## src/hdl/upqh_pkg.sv

```systemverilog
`default_nettype none

package upqh_pkg;

  // default sizing
  localparam int CAPACITY_DEF  = 16;
  localparam int KEY_WIDTH_DEF = 32;

  // fixed port widths
  localparam int FUNC_W     = 2;
  localparam int HANDLE_W   = 4;
  localparam int IN_KEY_W   = 32;
  localparam int OUT_KEY_W  = 32;
  localparam int STATUS_W   = 2;

  // operation codes
  typedef enum logic [FUNC_W-1:0] {
    FN_INSERT = 2'd0,
    FN_DELMAX = 2'd1,
    FN_CHANGE = 2'd2,
    FN_DELETE = 2'd3
  } func_t;

  // result status codes
  typedef enum logic [STATUS_W-1:0] {
    ST_OK         = 2'd0,
    ST_FULL       = 2'd1,
    ST_EMPTY      = 2'd2,
    ST_BAD_HANDLE = 2'd3
  } status_t;

  // controller to datapath
  typedef struct packed {
    logic    load;        // latch the input word, clear the result
    logic    idx_clr;     // restart the slot counter
    logic    idx_inc;     // advance the slot counter
    logic    best_clr;    // forget the running maximum
    logic    scan_rd;     // read key and rank at the counter for the max scan
    logic    sweep_rd;    // read rank at the counter for the rank sweep
    logic    rank_rd_h;   // read rank at the handle
    logic    ins_commit;  // store key in the free slot at the counter
    logic    chg_commit;  // overwrite key at the handle
    logic    max_take;    // free the best slot, report it
    logic    del_take;    // free the slot at the handle
    logic    fail;        // report an error status
    status_t fail_code;
    logic    out_load;    // move the result into the output register
  } dp_cmd_t;

  // datapath to controller
  typedef struct packed {
    func_t func;
    logic  free_hit;
    logic  idx_last;
    logic  best_found;
    logic  handle_ok;
    logic  out_free;
  } dp_stat_t;

endpackage

`default_nettype wire

```

## src/hdl/upqh_dp.sv

```systemverilog
`default_nettype none

module upqh_dp #(
  parameter int CAPACITY  = upqh_pkg::CAPACITY_DEF,
  parameter int KEY_WIDTH = upqh_pkg::KEY_WIDTH_DEF
) (
  input  logic                            clk,
  input  logic                            rst_n,
  input  logic [upqh_pkg::FUNC_W-1:0]     in_func,
  input  logic [upqh_pkg::HANDLE_W-1:0]   in_handle,
  input  logic [upqh_pkg::IN_KEY_W-1:0]   in_key,
  output logic                            out_valid,
  input  logic                            out_ready,
  output logic [upqh_pkg::OUT_KEY_W-1:0]  out_result_key,
  output logic [upqh_pkg::HANDLE_W-1:0]   out_result_handle,
  output logic [upqh_pkg::STATUS_W-1:0]   out_status,
  output logic                            out_now_empty,
  input  upqh_pkg::dp_cmd_t               cmd,
  output upqh_pkg::dp_stat_t              st
);
  import upqh_pkg::*;

  localparam int IDXW = $clog2(CAPACITY);
  localparam int CNTW = $clog2(CAPACITY + 1);
  localparam int HW   = (IDXW + 1 > HANDLE_W) ? IDXW + 1 : HANDLE_W;

  // latched input word
  func_t                 func_r;
  logic [HANDLE_W-1:0]   handle_r;
  logic [KEY_WIDTH-1:0]  key_r;

  // slot counter and read pipeline
  logic [IDXW-1:0]       idx_r;
  logic [IDXW-1:0]       pend_idx_r;
  logic                  pend_max_r;
  logic                  pend_sw_r;

  // occupancy
  logic [CAPACITY-1:0]   valid_r;
  logic [CNTW-1:0]       count_r;

  // running maximum
  logic                  best_found_r;
  logic [IDXW-1:0]       best_idx_r;
  logic [KEY_WIDTH-1:0]  best_key_r;
  logic [IDXW-1:0]       best_rank_r;
  logic [IDXW-1:0]       rm_rank_r;

  // result under construction
  logic [KEY_WIDTH-1:0]  res_key_r;
  logic [IDXW-1:0]       res_handle_r;
  status_t               res_status_r;

  // output register
  logic                  out_valid_r;
  logic [OUT_KEY_W-1:0]  out_key_r;
  logic [HANDLE_W-1:0]   out_handle_r;
  status_t               out_status_r;
  logic                  out_empty_r;

  // slot memories
  logic [KEY_WIDTH-1:0]  key_mem_r  [CAPACITY];
  logic [IDXW-1:0]       rank_mem_r [CAPACITY];
  logic [KEY_WIDTH-1:0]  key_rd_r;
  logic [IDXW-1:0]       rank_rd_r;

  logic [HW-1:0]         handle_ext;
  logic [IDXW-1:0]       handle_idx;
  logic                  handle_in_range;
  logic                  handle_ok;
  logic                  cand_valid;
  logic                  cand_better;
  logic                  sw_dec;
  logic                  key_we;
  logic [IDXW-1:0]       key_wa;
  logic                  rank_we;
  logic [IDXW-1:0]       rank_wa;
  logic [IDXW-1:0]       rank_wd;
  logic [IDXW-1:0]       rank_ra;

  // handle decode
  assign handle_ext      = HW'(handle_r);
  assign handle_idx      = handle_ext[IDXW-1:0];
  assign handle_in_range = handle_ext < HW'(CAPACITY);
  assign handle_ok       = handle_in_range ? valid_r[handle_idx] : 1'b0;

  // max scan compare, ties go to the higher rank
  assign cand_valid  = pend_max_r && valid_r[pend_idx_r];
  assign cand_better = !best_found_r || (key_rd_r > best_key_r) ||
                       ((key_rd_r == best_key_r) && (rank_rd_r > best_rank_r));

  // rank sweep after a removal
  assign sw_dec = pend_sw_r && valid_r[pend_idx_r] && (rank_rd_r > rm_rank_r);

  // memory port control
  assign key_we  = cmd.ins_commit || cmd.chg_commit;
  assign key_wa  = cmd.chg_commit ? handle_idx : idx_r;
  assign rank_we = cmd.ins_commit || sw_dec;
  assign rank_wa = cmd.ins_commit ? idx_r : pend_idx_r;
  assign rank_wd = cmd.ins_commit ? IDXW'(count_r) : (rank_rd_r - IDXW'(1));
  assign rank_ra = cmd.rank_rd_h ? handle_idx : idx_r;

  always_ff @(posedge clk) begin
    if (key_we) begin
      key_mem_r[key_wa] <= key_r;
    end
    if (rank_we) begin
      rank_mem_r[rank_wa] <= rank_wd;
    end
    key_rd_r  <= key_mem_r[idx_r];
    rank_rd_r <= rank_mem_r[rank_ra];
  end

  // control state
  always_ff @(posedge clk) begin
    if (!rst_n) begin
      idx_r        <= '0;
      pend_max_r   <= 1'b0;
      pend_sw_r    <= 1'b0;
      valid_r      <= '0;
      count_r      <= '0;
      best_found_r <= 1'b0;
      out_valid_r  <= 1'b0;
    end else begin
      pend_max_r <= cmd.scan_rd;
      pend_sw_r  <= cmd.sweep_rd;
      if (cmd.idx_clr) begin
        idx_r <= '0;
      end else if (cmd.idx_inc) begin
        idx_r <= idx_r + IDXW'(1);
      end
      if (cmd.best_clr) begin
        best_found_r <= 1'b0;
      end else if (cand_valid && cand_better) begin
        best_found_r <= 1'b1;
      end
      if (cmd.ins_commit) begin
        valid_r[idx_r] <= 1'b1;
        count_r        <= count_r + CNTW'(1);
      end else if (cmd.max_take) begin
        valid_r[best_idx_r] <= 1'b0;
        count_r             <= count_r - CNTW'(1);
      end else if (cmd.del_take) begin
        valid_r[handle_idx] <= 1'b0;
        count_r             <= count_r - CNTW'(1);
      end
      if (cmd.out_load) begin
        out_valid_r <= 1'b1;
      end else if (out_ready) begin
        out_valid_r <= 1'b0;
      end
    end
  end

  // payload
  always_ff @(posedge clk) begin
    pend_idx_r <= idx_r;
    if (cmd.load) begin
      func_r       <= func_t'(in_func);
      handle_r     <= in_handle;
      key_r        <= KEY_WIDTH'(in_key);
      res_key_r    <= '0;
      res_handle_r <= '0;
      res_status_r <= ST_OK;
    end
    if (cand_valid && cand_better) begin
      best_idx_r  <= pend_idx_r;
      best_key_r  <= key_rd_r;
      best_rank_r <= rank_rd_r;
    end
    if (cmd.ins_commit) begin
      res_handle_r <= idx_r;
    end
    if (cmd.fail) begin
      res_status_r <= cmd.fail_code;
    end
    if (cmd.max_take) begin
      res_key_r    <= best_key_r;
      res_handle_r <= best_idx_r;
      rm_rank_r    <= best_rank_r;
    end
    if (cmd.del_take) begin
      rm_rank_r <= rank_rd_r;
    end
    if (cmd.out_load) begin
      out_key_r    <= OUT_KEY_W'(res_key_r);
      out_handle_r <= HANDLE_W'(res_handle_r);
      out_status_r <= res_status_r;
      out_empty_r  <= (count_r == '0);
    end
  end

  // status to controller
  assign st.func       = func_r;
  assign st.free_hit   = !valid_r[idx_r];
  assign st.idx_last   = (idx_r == IDXW'(CAPACITY - 1));
  assign st.best_found = best_found_r;
  assign st.handle_ok  = handle_ok;
  assign st.out_free   = !out_valid_r || out_ready;

  // output ports
  assign out_valid         = out_valid_r;
  assign out_result_key    = out_key_r;
  assign out_result_handle = out_handle_r;
  assign out_status        = out_status_r;
  assign out_now_empty     = out_empty_r;

  // occupancy count tracks the valid bits
  a_count_matches: assert property (@(posedge clk) disable iff (!rst_n)
    $countones(valid_r) == int'(count_r))
    else $error("entry count out of step with valid bits");

  // insert only lands in a free slot
  a_insert_free: assert property (@(posedge clk) disable iff (!rst_n)
    cmd.ins_commit |-> !valid_r[idx_r])
    else $error("insert into occupied slot");

  // a removal by max needs a winner
  a_take_found: assert property (@(posedge clk) disable iff (!rst_n)
    cmd.max_take |-> best_found_r)
    else $error("delete max without a candidate");

  // result never overwrites a word still waiting
  a_out_free: assert property (@(posedge clk) disable iff (!rst_n)
    cmd.out_load |-> (!out_valid_r || out_ready))
    else $error("output register overwritten");

endmodule

`default_nettype wire

```

## src/hdl/upqh_ctrl.sv

```systemverilog
`default_nettype none

module upqh_ctrl (
  input  logic                         clk,
  input  logic                         rst_n,
  input  logic                         in_valid,
  input  logic [upqh_pkg::FUNC_W-1:0]  in_func,
  output logic                         in_ready,
  output upqh_pkg::dp_cmd_t            cmd,
  input  upqh_pkg::dp_stat_t           st
);
  import upqh_pkg::*;

  typedef enum logic [3:0] {
    S_IDLE,
    S_FREE,
    S_MAX,
    S_MAX_END,
    S_MAX_PICK,
    S_CHECK,
    S_RANK_WAIT,
    S_SWEEP,
    S_SWEEP_END,
    S_DONE
  } state_t;

  state_t state_r;
  state_t state_nxt;
  logic   in_ready_r;

  // sequencing
  always_comb begin
    state_nxt = state_r;
    cmd       = '0;
    case (state_r)
      S_IDLE: begin
        if (in_valid && in_ready_r) begin
          cmd.load     = 1'b1;
          cmd.idx_clr  = 1'b1;
          cmd.best_clr = 1'b1;
          case (func_t'(in_func))
            FN_INSERT: state_nxt = S_FREE;
            FN_DELMAX: state_nxt = S_MAX;
            default:   state_nxt = S_CHECK;
          endcase
        end
      end
      // lowest free slot, one slot a cycle
      S_FREE: begin
        if (st.free_hit) begin
          cmd.ins_commit = 1'b1;
          state_nxt      = S_DONE;
        end else if (st.idx_last) begin
          cmd.fail      = 1'b1;
          cmd.fail_code = ST_FULL;
          state_nxt     = S_DONE;
        end else begin
          cmd.idx_inc = 1'b1;
        end
      end
      // max scan, the compare acts on the read data in the cycle after the read
      S_MAX: begin
        cmd.scan_rd = 1'b1;
        cmd.idx_inc = 1'b1;
        if (st.idx_last) begin
          state_nxt = S_MAX_END;
        end
      end
      S_MAX_END: begin
        state_nxt = S_MAX_PICK;
      end
      S_MAX_PICK: begin
        if (st.best_found) begin
          cmd.max_take = 1'b1;
          cmd.idx_clr  = 1'b1;
          state_nxt    = S_SWEEP;
        end else begin
          cmd.fail      = 1'b1;
          cmd.fail_code = ST_EMPTY;
          state_nxt     = S_DONE;
        end
      end
      // change or delete by handle
      S_CHECK: begin
        if (!st.handle_ok) begin
          cmd.fail      = 1'b1;
          cmd.fail_code = ST_BAD_HANDLE;
          state_nxt     = S_DONE;
        end else if (st.func == FN_CHANGE) begin
          cmd.chg_commit = 1'b1;
          state_nxt      = S_DONE;
        end else begin
          cmd.rank_rd_h = 1'b1;
          state_nxt     = S_RANK_WAIT;
        end
      end
      S_RANK_WAIT: begin
        cmd.del_take = 1'b1;
        cmd.idx_clr  = 1'b1;
        state_nxt    = S_SWEEP;
      end
      // close the gap in the recency ranks
      S_SWEEP: begin
        cmd.sweep_rd = 1'b1;
        cmd.idx_inc  = 1'b1;
        if (st.idx_last) begin
          state_nxt = S_SWEEP_END;
        end
      end
      S_SWEEP_END: begin
        state_nxt = S_DONE;
      end
      S_DONE: begin
        if (st.out_free) begin
          cmd.out_load = 1'b1;
          state_nxt    = S_IDLE;
        end
      end
      default: begin
        state_nxt = S_IDLE;
      end
    endcase
  end

  // state and ready
  always_ff @(posedge clk) begin
    if (!rst_n) begin
      state_r    <= S_IDLE;
      in_ready_r <= 1'b0;
    end else begin
      state_r    <= state_nxt;
      in_ready_r <= (state_nxt == S_IDLE);
    end
  end

  assign in_ready = in_ready_r;

  // one word at a time
  a_one_at_a_time: assert property (@(posedge clk) disable iff (!rst_n)
    (in_valid && in_ready) |=> !in_ready)
    else $error("input taken twice in a row");

  // ready only while waiting for a word
  a_ready_idle: assert property (@(posedge clk) disable iff (!rst_n)
    in_ready |-> (state_r == S_IDLE))
    else $error("ready outside idle");

endmodule

`default_nettype wire

```

## src/hdl/unordered_priority_queue_handles_core.sv

```systemverilog
// Bounded priority queue with handles, CAPACITY slots of KEY_WIDTH-bit keys.
// Input channel (in_valid/in_ready): in_func selects insert, delete max,
// change key or delete handle; in_handle and in_key carry the operands.
// Result channel (out_valid/out_ready): exactly one word per input word,
// with the removed key, the slot allocated by insert or freed by delete
// max, a status code and whether the queue is now empty.
// One word is worked on at a time, paced by a slot counter that steps
// through the key and rank memories one slot per cycle. Work per word:
//   change, or any bad handle: one handle check, then the result
//   insert: a search from slot 0 up to the lowest free slot
//   delete max: a full scan then a rank sweep; only the scan when empty
//   delete handle: one rank read then a rank sweep
// in_ready rises at the same edge that loads the result into the output
// register. A result held by a stalled receiver does not block the next
// accept; the block only waits when that next result is ready to go out.
// Reset (rst_n low, synchronous) empties the queue at once; no clear pass.
`default_nettype none

module unordered_priority_queue_handles_core #(
  parameter int CAPACITY  = upqh_pkg::CAPACITY_DEF,
  parameter int KEY_WIDTH = upqh_pkg::KEY_WIDTH_DEF
) (
  input  logic                            clk,
  input  logic                            rst_n,
  input  logic                            in_valid,
  output logic                            in_ready,
  input  logic [upqh_pkg::FUNC_W-1:0]     in_func,
  input  logic [upqh_pkg::HANDLE_W-1:0]   in_handle,
  input  logic [upqh_pkg::IN_KEY_W-1:0]   in_key,
  output logic                            out_valid,
  input  logic                            out_ready,
  output logic [upqh_pkg::OUT_KEY_W-1:0]  out_result_key,
  output logic [upqh_pkg::HANDLE_W-1:0]   out_result_handle,
  output logic [upqh_pkg::STATUS_W-1:0]   out_status,
  output logic                            out_now_empty
);
  import upqh_pkg::*;

  dp_cmd_t  cmd;
  dp_stat_t st;

  // sequencer
  upqh_ctrl u_ctrl (
    .clk      (clk),
    .rst_n    (rst_n),
    .in_valid (in_valid),
    .in_func  (in_func),
    .in_ready (in_ready),
    .cmd      (cmd),
    .st       (st)
  );

  // slot storage and compare
  upqh_dp #(
    .CAPACITY  (CAPACITY),
    .KEY_WIDTH (KEY_WIDTH)
  ) u_dp (
    .clk               (clk),
    .rst_n             (rst_n),
    .in_func           (in_func),
    .in_handle         (in_handle),
    .in_key            (in_key),
    .out_valid         (out_valid),
    .out_ready         (out_ready),
    .out_result_key    (out_result_key),
    .out_result_handle (out_result_handle),
    .out_status        (out_status),
    .out_now_empty     (out_now_empty),
    .cmd               (cmd),
    .st                (st)
  );

endmodule

`default_nettype wire

```

## config.mk

```make
export PLATFORM = sky130hd
export DESIGN_NAME = unordered_priority_queue_handles_core
export DESIGN_NICKNAME = d
export VERILOG_FILES = /design/src/hdl/upqh_pkg.sv /design/src/hdl/upqh_dp.sv /design/src/hdl/upqh_ctrl.sv /design/src/hdl/unordered_priority_queue_handles_core.sv
export SDC_FILE = /design/constraint.sdc
export NUM_CORES = 1
export LEC_CHECK = 0
export BUFFER_PORTS_ARGS = -buffer_cell sky130_fd_sc_hd__buf_2
export CAP_MARGIN = 20
export CORE_AREA = 2 2 267 269
export DETAILED_ROUTE_END_ITERATION = 7
export DIE_AREA = 0 0 269 271
export SLEW_MARGIN = 20
export SYNTH_ARGS = -nofsm -noshare
export SYNTH_HDL_FRONTEND = slang
export SYNTH_SLANG_ARGS = --single-unit
export TNS_END_PERCENT = 100
```

## constraint.sdc

```tcl
create_clock -name clk -period 6.35 [get_ports clk]
set_input_delay 0.635 -clock clk [delete_from_list [all_inputs] [get_ports clk]]
set_output_delay 0.635 -clock clk [all_outputs]
set_load 0.005 [all_outputs]
```

==> out/metrics.yaml, run 1 <==
synth:
  ys_top_cells_by_count: "edfxtp_1 (735), mux4_2 (175), nor2_1 (103)"
  synthTopCellsByArea: "edfxtp_1 (71%), mux4_2 (13%), dfxtp_1 (4.8%), ha_1 (1.9%), mux2i_1 (1.3%)"
  synth_edf_count: 735
  syn_nets: 1663
  synth-xor-area-share: 0.00281
  synth_compound_gate_area_share: 0.0275
  synth.most_common_cell: "edfxtp_1"
  yosysWarnings: 0
  yosys.area.top_type_share: 0.708
  ys_types: 56
  synth_flop_cell: "edfxtp_1"
  synth_mux_area_frac: 0.142
  synth_top_family_by_area: "multiplexers"
  synth_fa_ha_area_frac: 0.0199
  synthesis.area_mm2: 0.0312
  yosysSeqAreaShare: 0.756
  async_flop_share: 0
  synth_simple_gate_area_frac: 0.0372
  synth_top_cell_by_area: "edfxtp_1"
  synth_seq_cells: 809
  postSynthCellCount: 1572
  syn_avg_cell_area_um2: 19.8
setup_path:
  crit_buf_inv: 2
  critPathMaxStageDelay_ns: 0.95
  ff2ff_path_depth: 8
  critPathMaxFanout: 56
  cp_cell_sequence: "mux4_2 -> mux4_2 -> nor4_2 -> inv_1 -> nor2_1 -> a32oi_1 -> nor2_4 -> buf_4"
  cp_data_required_time_ns: 6.63
  crit_family: "simple AND/OR/NAND/NOR gates"
  cp_common_cell: "mux4_2"
  critPathLaunchType: "flip-flop"
  r2r_end: "u_dp.key_mem_r[5][1]$_DFFE_PP_"
  regToRegSetupSlack_ns: 1.79
  critPathSlowestCell: "dfxtp_4"
  r2r_start: "u_dp.idx_r[1]$_SDFFE_PP0P_"
  end_kind: "flip-flop"
  critPathKind: "reg2reg"
  crit_arrival_ns: 4.84
place:
  gp_congestion: 0.881
  post-dp-hpwl_mm: 43.0
  port_buffers: 82
grt:
  gr-usage-all-layers: 0.186
  gr-total-overflow: 0
  first_global_vias: 15700
  antenna_found_initial: 5
  grt_pass1_wl_mm: 100
  grt_max_degree: 57
timing:
  setup-tns-final_ns: 0
  whs_ns: 0.175
  fin_crit_ns: 4.56
  hold_violations: 0
  setup_viol: 0
  max_slew.worst_pin.slew_ns: 1.02
  max-slew-margin-rel: 0.317
  clock_skew_ns: 0.0346
  max_freq_ghz: 0.219
  slew_viol_final: 0
  rsz0062_at_grt: "no"
  fin_crit_sh: 0.718
floorplan:
  num_io_pins: 83
  die-width_um: 269
  fp.dieH_um: 271
  core_area_mm2: 0.0698
  initial_utilization: 0.446
  std_cell_rows: 97
  die_area_mm2: 0.0729
job:
  drv_cap: 0
final_layout:
  final_nets: 1800
  fillers: 5522
  layout-drive-gt1-share: 0.249
  final_core_util: 0.512
  syn_to_final_growth_pct: 14.7
route:
  drc: 0
  vias: 15200
  highest_layer: "met4"
  viasPerCell: 5.57
  wl_met3_mm: 3.21
  drt_iter0_drc: 1289
  wl_per_cell_um: 24.3
  drt_wl_total_mm: 66.0
  met1_length_mm: 28.8
  dr_wl_met2_mm: 32.8
  ant_nets: 0
  dr.pass1.iters: 7
clocking:
  cts_hold_buf: 0
  h-tree-depth: 3
  cts_resized: 0
  insertion_delay_ns: 0.63
  cts_root_buf: "clkbuf_16"
  clock-sinks: 809
  post_cts_buffers: 0
  cts_buffers: 84
  clk_path_buf_depth: 3
  clk_pin_slew_ns: 0.06
  tritoncts: "done"
pwr:
  intPower_w: 0.00954
  pwr-share-clk: 0.370
  swShare: 0.242
  power_frac_comb: 0.104
  pwr-share-seq: 0.526
  p_leak_nw: 11.8
  p_sw_w: 0.00305
  ir_worst_vdd_v: 0.000194
  powerDensity_mw_per_mm2: 352
hold_path:
  hold_end: "u_dp.key_r[20]$_DFFE_PP_"
  hold_path.class: "in2reg"
  hold_start: "in_key[20]"
  hold_depth: 1
run_status:
  status: "complete, no violations"
-- layer usage --
metal,vias to the layer above,global-route usage
met1,7920,0.262
met2,478,0.304
li1,6674,-
met4,0,0.0512
met5,-,0
met3,91,0.0262
-- power by group through the flow --
stage	combinational [W]	sequential (W)	clock (W)
floorplan	0.000879	0.00659	0
global placement	0.00130	0.00672	0
detailed placement	0.00132	0.00674	0
CTS	0.00133	0.00663	0.00477
global route	0.00144	0.00666	0.00498
finish	0.00131	0.00662	0.00466
-- how the worst max path moves through the flow --
stage	depth (start not counted)	to	from	slack, ns
after detailed placement	8	u_dp.key_mem_r[11][19]$_DFFE_PP_	u_dp.idx_r[1]$_SDFFE_PP0P_	1.79
after floorplan	9	u_dp.best_idx_r[0]$_DFFE_PP_	u_dp.best_key_r[28]$_DFFE_PP_	1.79
after global routing	8	u_dp.key_mem_r[5][20]$_DFFE_PP_	u_dp.idx_r[1]$_SDFFE_PP0P_	1.60
after global placement	7	u_dp.key_mem_r[9][22]$_DFFE_PP_	u_dp.idx_r[1]$_SDFFE_PP0P_	1.70
final	8	u_dp.key_mem_r[5][1]$_DFFE_PP_	u_dp.idx_r[1]$_SDFFE_PP0P_	1.79
after CTS	8	u_dp.key_mem_r[5][1]$_DFFE_PP_	u_dp.idx_r[1]$_SDFFE_PP0P_	1.74
-- metrics by stage --
stage	setup WS, ns	total power, W	std cells	instance area [µm²]
after floorplan	1.79	0.00747	1572	31200
after detailed placement	1.79	0.00806	2563	33100
final	1.79	0.0126	2720	35700
after global routing	1.60	0.0131	2718	35700
after global placement	1.70	0.00802	2551	32800
after CTS	1.74	0.0127	2718	35700
-- placed cells by master (no fill, tap or decap), drive strengths merged, types with 15 or more instances in the layout --
cell / synthesis / final
a21oi: 19 / 19
dfxtp: 74 / 74
nor2b: 15 / 15
mux4: 175 / 175
clkbuf: 44 / 96
nand2: 30 / 30
nor3: 23 / 23
inv: 53 / 55
a31oi: 26 / 26
buf: 20 / 115
ha: 48 / 48
mux2i: 43 / 43
clkinv: 0 / 49
nor2: 103 / 103
o22ai: 16 / 16
edfxtp: 735 / 735
o21ai: 18 / 18
-- worst reg2reg max path: cells and delay by family, from the launching register on --
kind                   cells  cell delay [ns]
AO/OA/AOI/OAI              1             0.32
flip-flops                 1             0.95
multiplexers               2             0.97
AND/OR/NAND/NOR            3             1.22
buffers and inverters      2             0.76
-- flip-flops by register name, indices dropped and copies added, names as in the netlist, 5 cells and up --
name,count
u_dp.valid_r,16
u_dp.rank_mem_r,64
u_dp.key_mem_r,512
u_dp.out_result_key,32
u_dp.count_r,5
u_dp.best_key_r,32
u_dp.res_key_r,32
u_dp.key_rd_r,32
u_dp.key_r,32
-- layout make-up --
| type | instances | area (µm²) | area share |
|---|---|---|---|
| clock buffer | 96 | 2150 | 0.0601 |
| antenna | 2 | 5.00 | 0.000140 |
| sequential | 809 | 23600 | 0.659 |
| clock inverter | 59 | 470 | 0.0132 |
| multi-input combinational | 646 | 7300 | 0.204 |
| timing repair buffer | 115 | 876 | 0.0245 |
| inverter | 53 | 199 | 0.00557 |
| tap | 940 | 1180 | 0.0329 |
-- cells by family (layout without fill, tap and decap cells) --
kind of cell | after synthesis | count (layout)
other | 0 | 2
adders and majority gates | 49 | 49
muxes | 222 | 222
AOI/OAI and AO/OA | 127 | 127
buffers and inverters | 117 | 323
DFF | 809 | 809
xor gates and xnor gates | 10 | 10
and+or+nand+nor | 238 | 238
(Power assumes the default switching activity.)
==> run 2, diff against run 1 <==
==> constraint.sdc (replaced) <==
create_clock -name clk -period 3.72 [get_ports clk]
set_input_delay 0.372 -clock clk [delete_from_list [all_inputs] [get_ports clk]]
set_output_delay 0.372 -clock clk [all_outputs]
set_load 0.005 [all_outputs]
==> run 2 against run 1 <==
  * Sequential share of layout area down 1.8 points
  * Cell area up 2.8%
  * Maximum frequency up 27%
  * Clock skew down 0.014 ns
  * Routed wire length up 5.2%
  * Die area unchanged
  * Worst hold slack worse by 0.032 ns
  * Core utilization up 1.4 points
  * First-iteration DRC count up 16%
  * Combinational power up 77%
  * Cell count up 2.7%
  * Setup slack worse by 1.7 ns
  * Largest cell class unchanged
  * Largest power group unchanged
  * Highest routed layer unchanged
==> out/metrics.yaml, run 2 (synthesized netlist as in run 1, its figures left out) <==
clocking:
  clk_pin_slew_ns: 0.06  # about the same
  clk_path_buf_depth: 3  # unchanged
  insertion_delay_ns: 0.63  # about the same
  cts_root_buf: "clkbuf_16"
  tritoncts: "done"
  h-tree-depth: 3  # unchanged
  cts_buffers: 85  # +1.2%
  clock-sinks: 809  # unchanged
run_status:
  status: "complete, no violations"
final_layout:
  regMostFlops: "u_dp.key_mem_r"
  largest_registers: "u_dp.key_mem_r (512), u_dp.rank_mem_r (64)"
  final_core_util: 0.526  # +0.0143
  final_nets: 1877  # +4.3%
  largest_reg_flops: 512  # unchanged
  stdcell_area_mm2: 0.0367  # +2.8%
  diodes: 0  # -2
  syn_to_final_growth_pct: 17.9
  final_common_cell: "edfxtp_1"
  layout-drive-gt1-share: 0.266  # +0.0168
  final_cell_mix: "edfxtp_1 (735), mux4_2 (175), nor2_1 (87), clkbuf_16 (86), buf_2 (82)"
hold_path:
  hold_end: "u_dp.valid_r[15]$_SDFFE_PN0P_"
  hold_depth: 2  # +1
  hold_path.class: "in2reg"
  hold_start: "rst_n"
route:
  vias: 15500  # +1.9%
  dr.pass1.iters: 7  # unchanged
  drt_wl_total_mm: 69.5  # +5.2%
  viasPerCell: 5.53  # -0.81%
  drc: 0  # unchanged
  ant_nets: 0  # unchanged
  drt_iter0_drc: 1499  # +16%
  wl_per_cell_um: 24.9  # +2.4%
place:
  post-dp-hpwl_mm: 41.7  # -3.0%
  gp_congestion: 0.870  # -1.2%
  port_buffers: 82  # unchanged
  dpl_cell_area_mm2: 0.0334  # +0.99%
timing:
  slew_viol_final: 0  # unchanged
  max-slew-margin-rel: 0.288  # -0.0289
  fin_crit_sh: 0.967  # +0.248
  max_slew.worst_pin.slew_ns: 1.06  # +0.0395 ns
  setup-tns-final_ns: 0  # unchanged
  fin_crit_ns: 3.60  # -0.965 ns
  rsz0062_at_grt: "no"
  max_freq_ghz: 0.278  # +27%
  setup_viol: 0  # unchanged
  hold_violations: 0  # unchanged
  clock_skew_ns: 0.0208  # -0.0138 ns
grt:
  met3_usage: 0.0329  # +0.00664
  grt_pass1_wl_mm: 104  # +4.1%
  gr-usage-all-layers: 0.196  # +0.00971
  grt_use_met1: 0.287  # +0.0252
  grt_max_degree: 139  # +140%
  first_global_vias: 15900  # +1.3%
  grt_use_met2: 0.305  # +0.000746
  gr-total-overflow: 0  # unchanged
  busiest_layer: "met2"
  antenna_found_initial: 3  # -2
setup_path:
  critPathLaunchType: "flip-flop"
  regToRegSetupSlack_ns: 0.12  # -1.66 ns
  critPathKind: "reg2reg"
  ff2ff_path_depth: 8  # unchanged
  r2r_end: "u_dp.rank_mem_r[15][1]$_DFFE_PP_"
  crit_arrival_ns: 3.88  # -0.96 ns
  critPathMaxFanout: 20  # -64%
  end_kind: "flip-flop"
  cp_data_required_time_ns: 4.00  # -2.63 ns
  r2r_start: "u_dp.idx_r[0]$_SDFFE_PP0P_"
floorplan:
  die-width_um: 269  # unchanged
  initial_utilization: 0.446  # unchanged
  die_area_mm2: 0.0729  # unchanged
  fp.dieH_um: 271  # unchanged
  num_io_pins: 83  # unchanged
  std_cell_rows: 97  # unchanged
  core_area_mm2: 0.0698  # unchanged
pwr:
  power.total_w: 0.0224  # +78%
  p_leak_nw: 12.3  # +4.0%
  powerDensity_mw_per_mm2: 609  # +73%
  ir_worst_vdd_v: 0.000362  # +86%
job:
  drv_cap: 0  # unchanged
## run 2: changes by cell type in the layout (fill, tap and decap cells not counted), sizes merged
cell | before | now
bufinv | 6 | 13
clkinv | 49 | 27
dlygate4sd3 | 0 | 38
buf | 115 | 153
inv | 55 | 56
clkinvlp | 2 | 8
diode | 2 | 0
clkbuf | 96 | 104
## run 2: cell type report
type / instances / area [µm²]
Clock buffer: 104 / 2280
Clock inverter: 51 / 639
Fill cell: 5431 / 33000
Inverter: 53 / 199
Multi-Input combinational cell: 646 / 7290
Sequential cell: 809 / 23600
Tap cell: 940 / 1180
Timing Repair Buffer: 191 / 1590
## run 2: through the flow
| stage | setup WS, ns | hold WS [ns] | std cells |
|---|---|---|---|
| 6_report | 0.123 | 0.143 | 2794 |
| 5_1_grt | 0.00102 | 0.128 | 2794 |
| 4_1_cts | 0.159 | 0.102 | 2794 |
| 3_5_place_dp | 0.155 | 0.405 | 2601 |
| 3_3_place_gp | 0.180 | 0.404 | 2601 |
| 2_1_floorplan | -0.535 | 0.367 | 1572 |
## run 2: worst max-delay path by stage
stage	slack, ns	endpoint	start
global placement	0.18	u_dp.count_r[4]$_SDFFE_PN0P_	u_dp.idx_r[0]$_SDFFE_PP0P_
floorplan	-0.54	u_dp.key_mem_r[3][0]$_DFFE_PP_	u_dp.idx_r[0]$_SDFFE_PP0P_
global route	0.001	u_dp.count_r[4]$_SDFFE_PN0P_	u_dp.idx_r[0]$_SDFFE_PP0P_
detailed placement	0.16	u_dp.key_mem_r[6][8]$_DFFE_PP_	u_dp.handle_idx[0]$_DFFE_PP_
finish	0.12	u_dp.rank_mem_r[15][1]$_DFFE_PP_	u_dp.idx_r[0]$_SDFFE_PP0P_
CTS	0.16	u_dp.key_mem_r[6][9]$_DFFE_PP_	u_dp.handle_idx[0]$_DFFE_PP_
## run 2: worst max-delay path, stage by stage, from the launching register on
cell	delay, ns
dfxtp_4	0.41
mux4_2	0.54
mux4_2	0.55
nor4_2	0.25
buf_4	0.33
nand2_1	0.18
a21boi_0	0.26
or2_2	0.40
nor2_1	0.33
## run 2: per-layer routing
layer / share of wire / routed length (µm) / vias up
met1: 0.44 / 30500 / 7959
li1: - / - / 6833
met3: 0.066 / 4560 / 101
met2: 0.48 / 33200 / 557
met5: 0 / 0 / -
met4: 0.017 / 1210 / 0
## run 2: report_power, final
group / internal [W] / switching (W)
combinational: 0.000976 / 0.00134
sequential: 0.0108 / 0.000494
clock: 0.00528 / 0.00348
## run 2: what timing repair did
action / CTS / global route
buffers inserted: 0 / 0
hold buffers: 38 / 0
gates resized for setup: 0 / 0
hold endpoints to repair: 38 / 0
==> run 3, diff against run 2 <==
==> constraint.sdc (replaced) <==
create_clock -name clk -period 3.1 [get_ports clk]
set_input_delay 0.31 -clock clk [delete_from_list [all_inputs] [get_ports clk]]
set_output_delay 0.31 -clock clk [all_outputs]
set_load 0.005 [all_outputs]
==> run 3 against run 2 <==
  * The run now ends with negative setup slack left
  * Maximum frequency up 14%
  * Core utilization up 3.6 points
  * Non-clock buffer count up 167
  * Sequential power up 20%
  * Global-route usage up 0.93 points
  * Combinational power up 42%
  * Cell area up 6.8%
  * Sequential share of layout area down 4.1 points
  * Clock skew up 0.0077 ns
  * Critical path depth up 1
  * First-iteration DRC count up 14%
  * Count of clock-buffer cells in the layout up 2
  * Highest routed layer unchanged
==> out/metrics.yaml, run 3 (synthesized netlist as in run 1, its figures left out) <==
setup_path:
  crit_buf_inv: 2  # +1
  critPathSlowestCell: "or4_1"
  crit_arrival_ns: 3.64  # -0.24 ns
  crit_family: "multiplexers"
  critPathMaxStageDelay_ns: 0.55  # about the same
  cp_common_cell: "mux4_2"
  cp_cell_sequence: "buf_6 -> mux4_2 -> mux4_2 -> nand3b_4 -> mux2i_4 -> buf_12 -> mux2i_1 -> o22ai_1 -> or4_1"
  regToRegSetupSlack_ns: -0.07  # -0.19 ns
  cp_data_required_time_ns: 3.58  # -0.42 ns
  end_kind: "flip-flop"
  critPathKind: "reg2reg"
  critPathMaxFanout: 16  # -20%
  critPathLaunchType: "flip-flop"
timing:
  rsz0062_at_grt: "yes"
  fin_crit_sh: 1.02  # +0.0548
  max-slew-margin-rel: 0.342  # +0.0537
  slew_viol_final: 0  # unchanged
  max_freq_ghz: 0.316  # +14%
  setup_viol: 93  # +93
  clock_skew_ns: 0.0285  # +0.00768 ns
  worst_slack_ns: -0.0671  # -0.190 ns
  setup-tns-final_ns: -1.54  # -1.54 ns
  hold_violations: 0  # unchanged
  fin_crit_ns: 3.17  # -0.430 ns
  max_slew.worst_pin.slew_ns: 0.987  # -0.0767 ns
final_layout:
  regMostFlops: "u_dp.key_mem_r"
  layout-drive-gt1-share: 0.346  # +0.0801
  final_nets: 2042  # +8.8%
  fillers: 5243  # -3.5%
  seq_area_mm2: 0.0236  # about the same
  multi_input_area_mm2: 0.00766  # +5.1%
  largest_registers: "u_dp.key_mem_r (512), u_dp.rank_mem_r (64)"
  final_cell_mix: "edfxtp_1 (735), mux4_2 (175), buf_4 (114), clkbuf_16 (112), buf_2 (82)"
  largest_reg_flops: 512  # unchanged
  syn_to_final_growth_pct: 25.9
  final_common_cell: "edfxtp_1"
  diodes: 0  # unchanged
clocking:
  clock-sinks: 809  # unchanged
  h-tree-depth: 3  # unchanged
  clk_path_buf_depth: 3  # unchanged
  clk_pin_slew_ns: 0.06  # about the same
  cts_root_buf: "clkbuf_16"
  cts_buffers: 83  # -2.4%
  tritoncts: "done"
  insertion_delay_ns: 0.63  # about the same
grt:
  first_global_vias: 16500  # +3.9%
  grt_pass1_wl_mm: 108  # +3.9%
  gr-usage-all-layers: 0.205  # +0.00931
  grt_max_degree: 139  # unchanged
  antenna_found_initial: 1  # -2
  gr-total-overflow: 0  # unchanged
pwr:
  ir_worst_vdd_v: 0.000492  # +36%
  powerDensity_mw_per_mm2: 676  # +11%
  p_leak_nw: 13.4  # +9.0%
  power.total_w: 0.0265  # +18%
floorplan:
  fp.dieH_um: 271  # unchanged
  die_area_mm2: 0.0729  # unchanged
  initial_utilization: 0.446  # unchanged
  core_area_mm2: 0.0698  # unchanged
  num_io_pins: 83  # unchanged
  std_cell_rows: 97  # unchanged
  die-width_um: 269  # unchanged
run_status:
  violations: "negative setup slack"
  status: "complete, but fails checks"
place:
  gp_congestion: 0.914  # +5.1%
  port_buffers: 82  # unchanged
  post-dp-hpwl_mm: 44.1  # +5.6%
route:
  wl_per_cell_um: 26.3  # +5.7%
  vias: 16500  # +7.0%
  drt_wl_total_mm: 77.8  # +12%
  viasPerCell: 5.58  # +0.99%
  ant_nets: 0  # unchanged
  dr.pass1.iters: 5  # -2
  drc: 0  # unchanged
  drt_iter0_drc: 1705  # +14%
hold_path:
  hold_path.class: "in2reg"
job:
  drv_cap: 0  # unchanged
run 3: cell count changes in the layout (fill, tap and decap cells not counted), moves of 9 or more:
cell / before / now
buf_8: 0 / 9
nor2_1: 87 / 70
buf_6: 0 / 32
bufinv_16: 13 / 4
clkbuf_16: 86 / 112
buf_4: 50 / 114
nor2_4: 16 / 32
buf_12: 21 / 45
buf_16: 0 / 10
run 3: what timing repair did:
action                                 4_1_cts  5_1_grt
buffers inserted                            19       25
gates resized for setup                     50       92
endpoints found under the hold margin       39        0
setup endpoints to repair                  566      600
hold buffers                                38        0
pin swaps                                    8       27
gates cloned                                 7       32
run 3: final timing paths:
| kind | from | end | cells after the start |
|---|---|---|---|
| worst max register to register | u_dp.handle_idx[0]$_DFFE_PP_ | u_dp.rank_rd_r[3]$_DFF_P_ | 9 |
| worst min-delay path | rst_n | u_dp.valid_r[15]$_SDFFE_PN0P_ | 2 |
| worst max-delay path | u_dp.handle_idx[0]$_DFFE_PP_ | u_dp.rank_rd_r[3]$_DFF_P_ | 9 |
| worst min register to register | u_dp.res_key_r[0]$_SDFFCE_PN0P_ | u_dp.out_result_key[0]$_DFFE_PP_ | 0 |
run 3: cell type report:
| class | count | share of cell area |
|---|---|---|
| tap | 940 | 0.0300 |
| multi-input combinational | 646 | 0.195 |
| sequential | 809 | 0.601 |
| clock inverter | 48 | 0.00992 |
| timing repair buffer | 358 | 0.102 |
| clock buffer | 106 | 0.0567 |
| inverter | 53 | 0.00507 |
run 3: power breakdown:
part / internal (W) / switching, W / total (W)
clock: 0.00545 / 0.00416 / 0.00961
sequential: 0.0130 / 0.000614 / 0.0136
combinational: 0.00150 / 0.00180 / 0.00330
run 3: stage by stage:
stage / hold WS [ns] / std cells / worst slack [ns] / utilization / instance area, µm²
floorplan: 0.366 / 1572 / -0.300 / - / 31300
global placement: 0.403 / 2692 / -0.265 / 0.492 / 34300
detailed placement: 0.405 / 2692 / -0.227 / 0.492 / 34300
CTS: 0.00723 / 2910 / -0.0830 / 0.543 / 37900
global route: 0.0339 / 2960 / -0.206 / 0.562 / 39200
finish: 0.0517 / 2960 / -0.0671 / 0.562 / 39200
run 3: routing by layer:
layer  routed length, µm  vias up  track usage
met1               33500     8590        0.296
met3                5760      112       0.0392
met2               36600      652        0.321
met5                   0        -            0
met4                1970        0       0.0529
li1                    -     7176            -
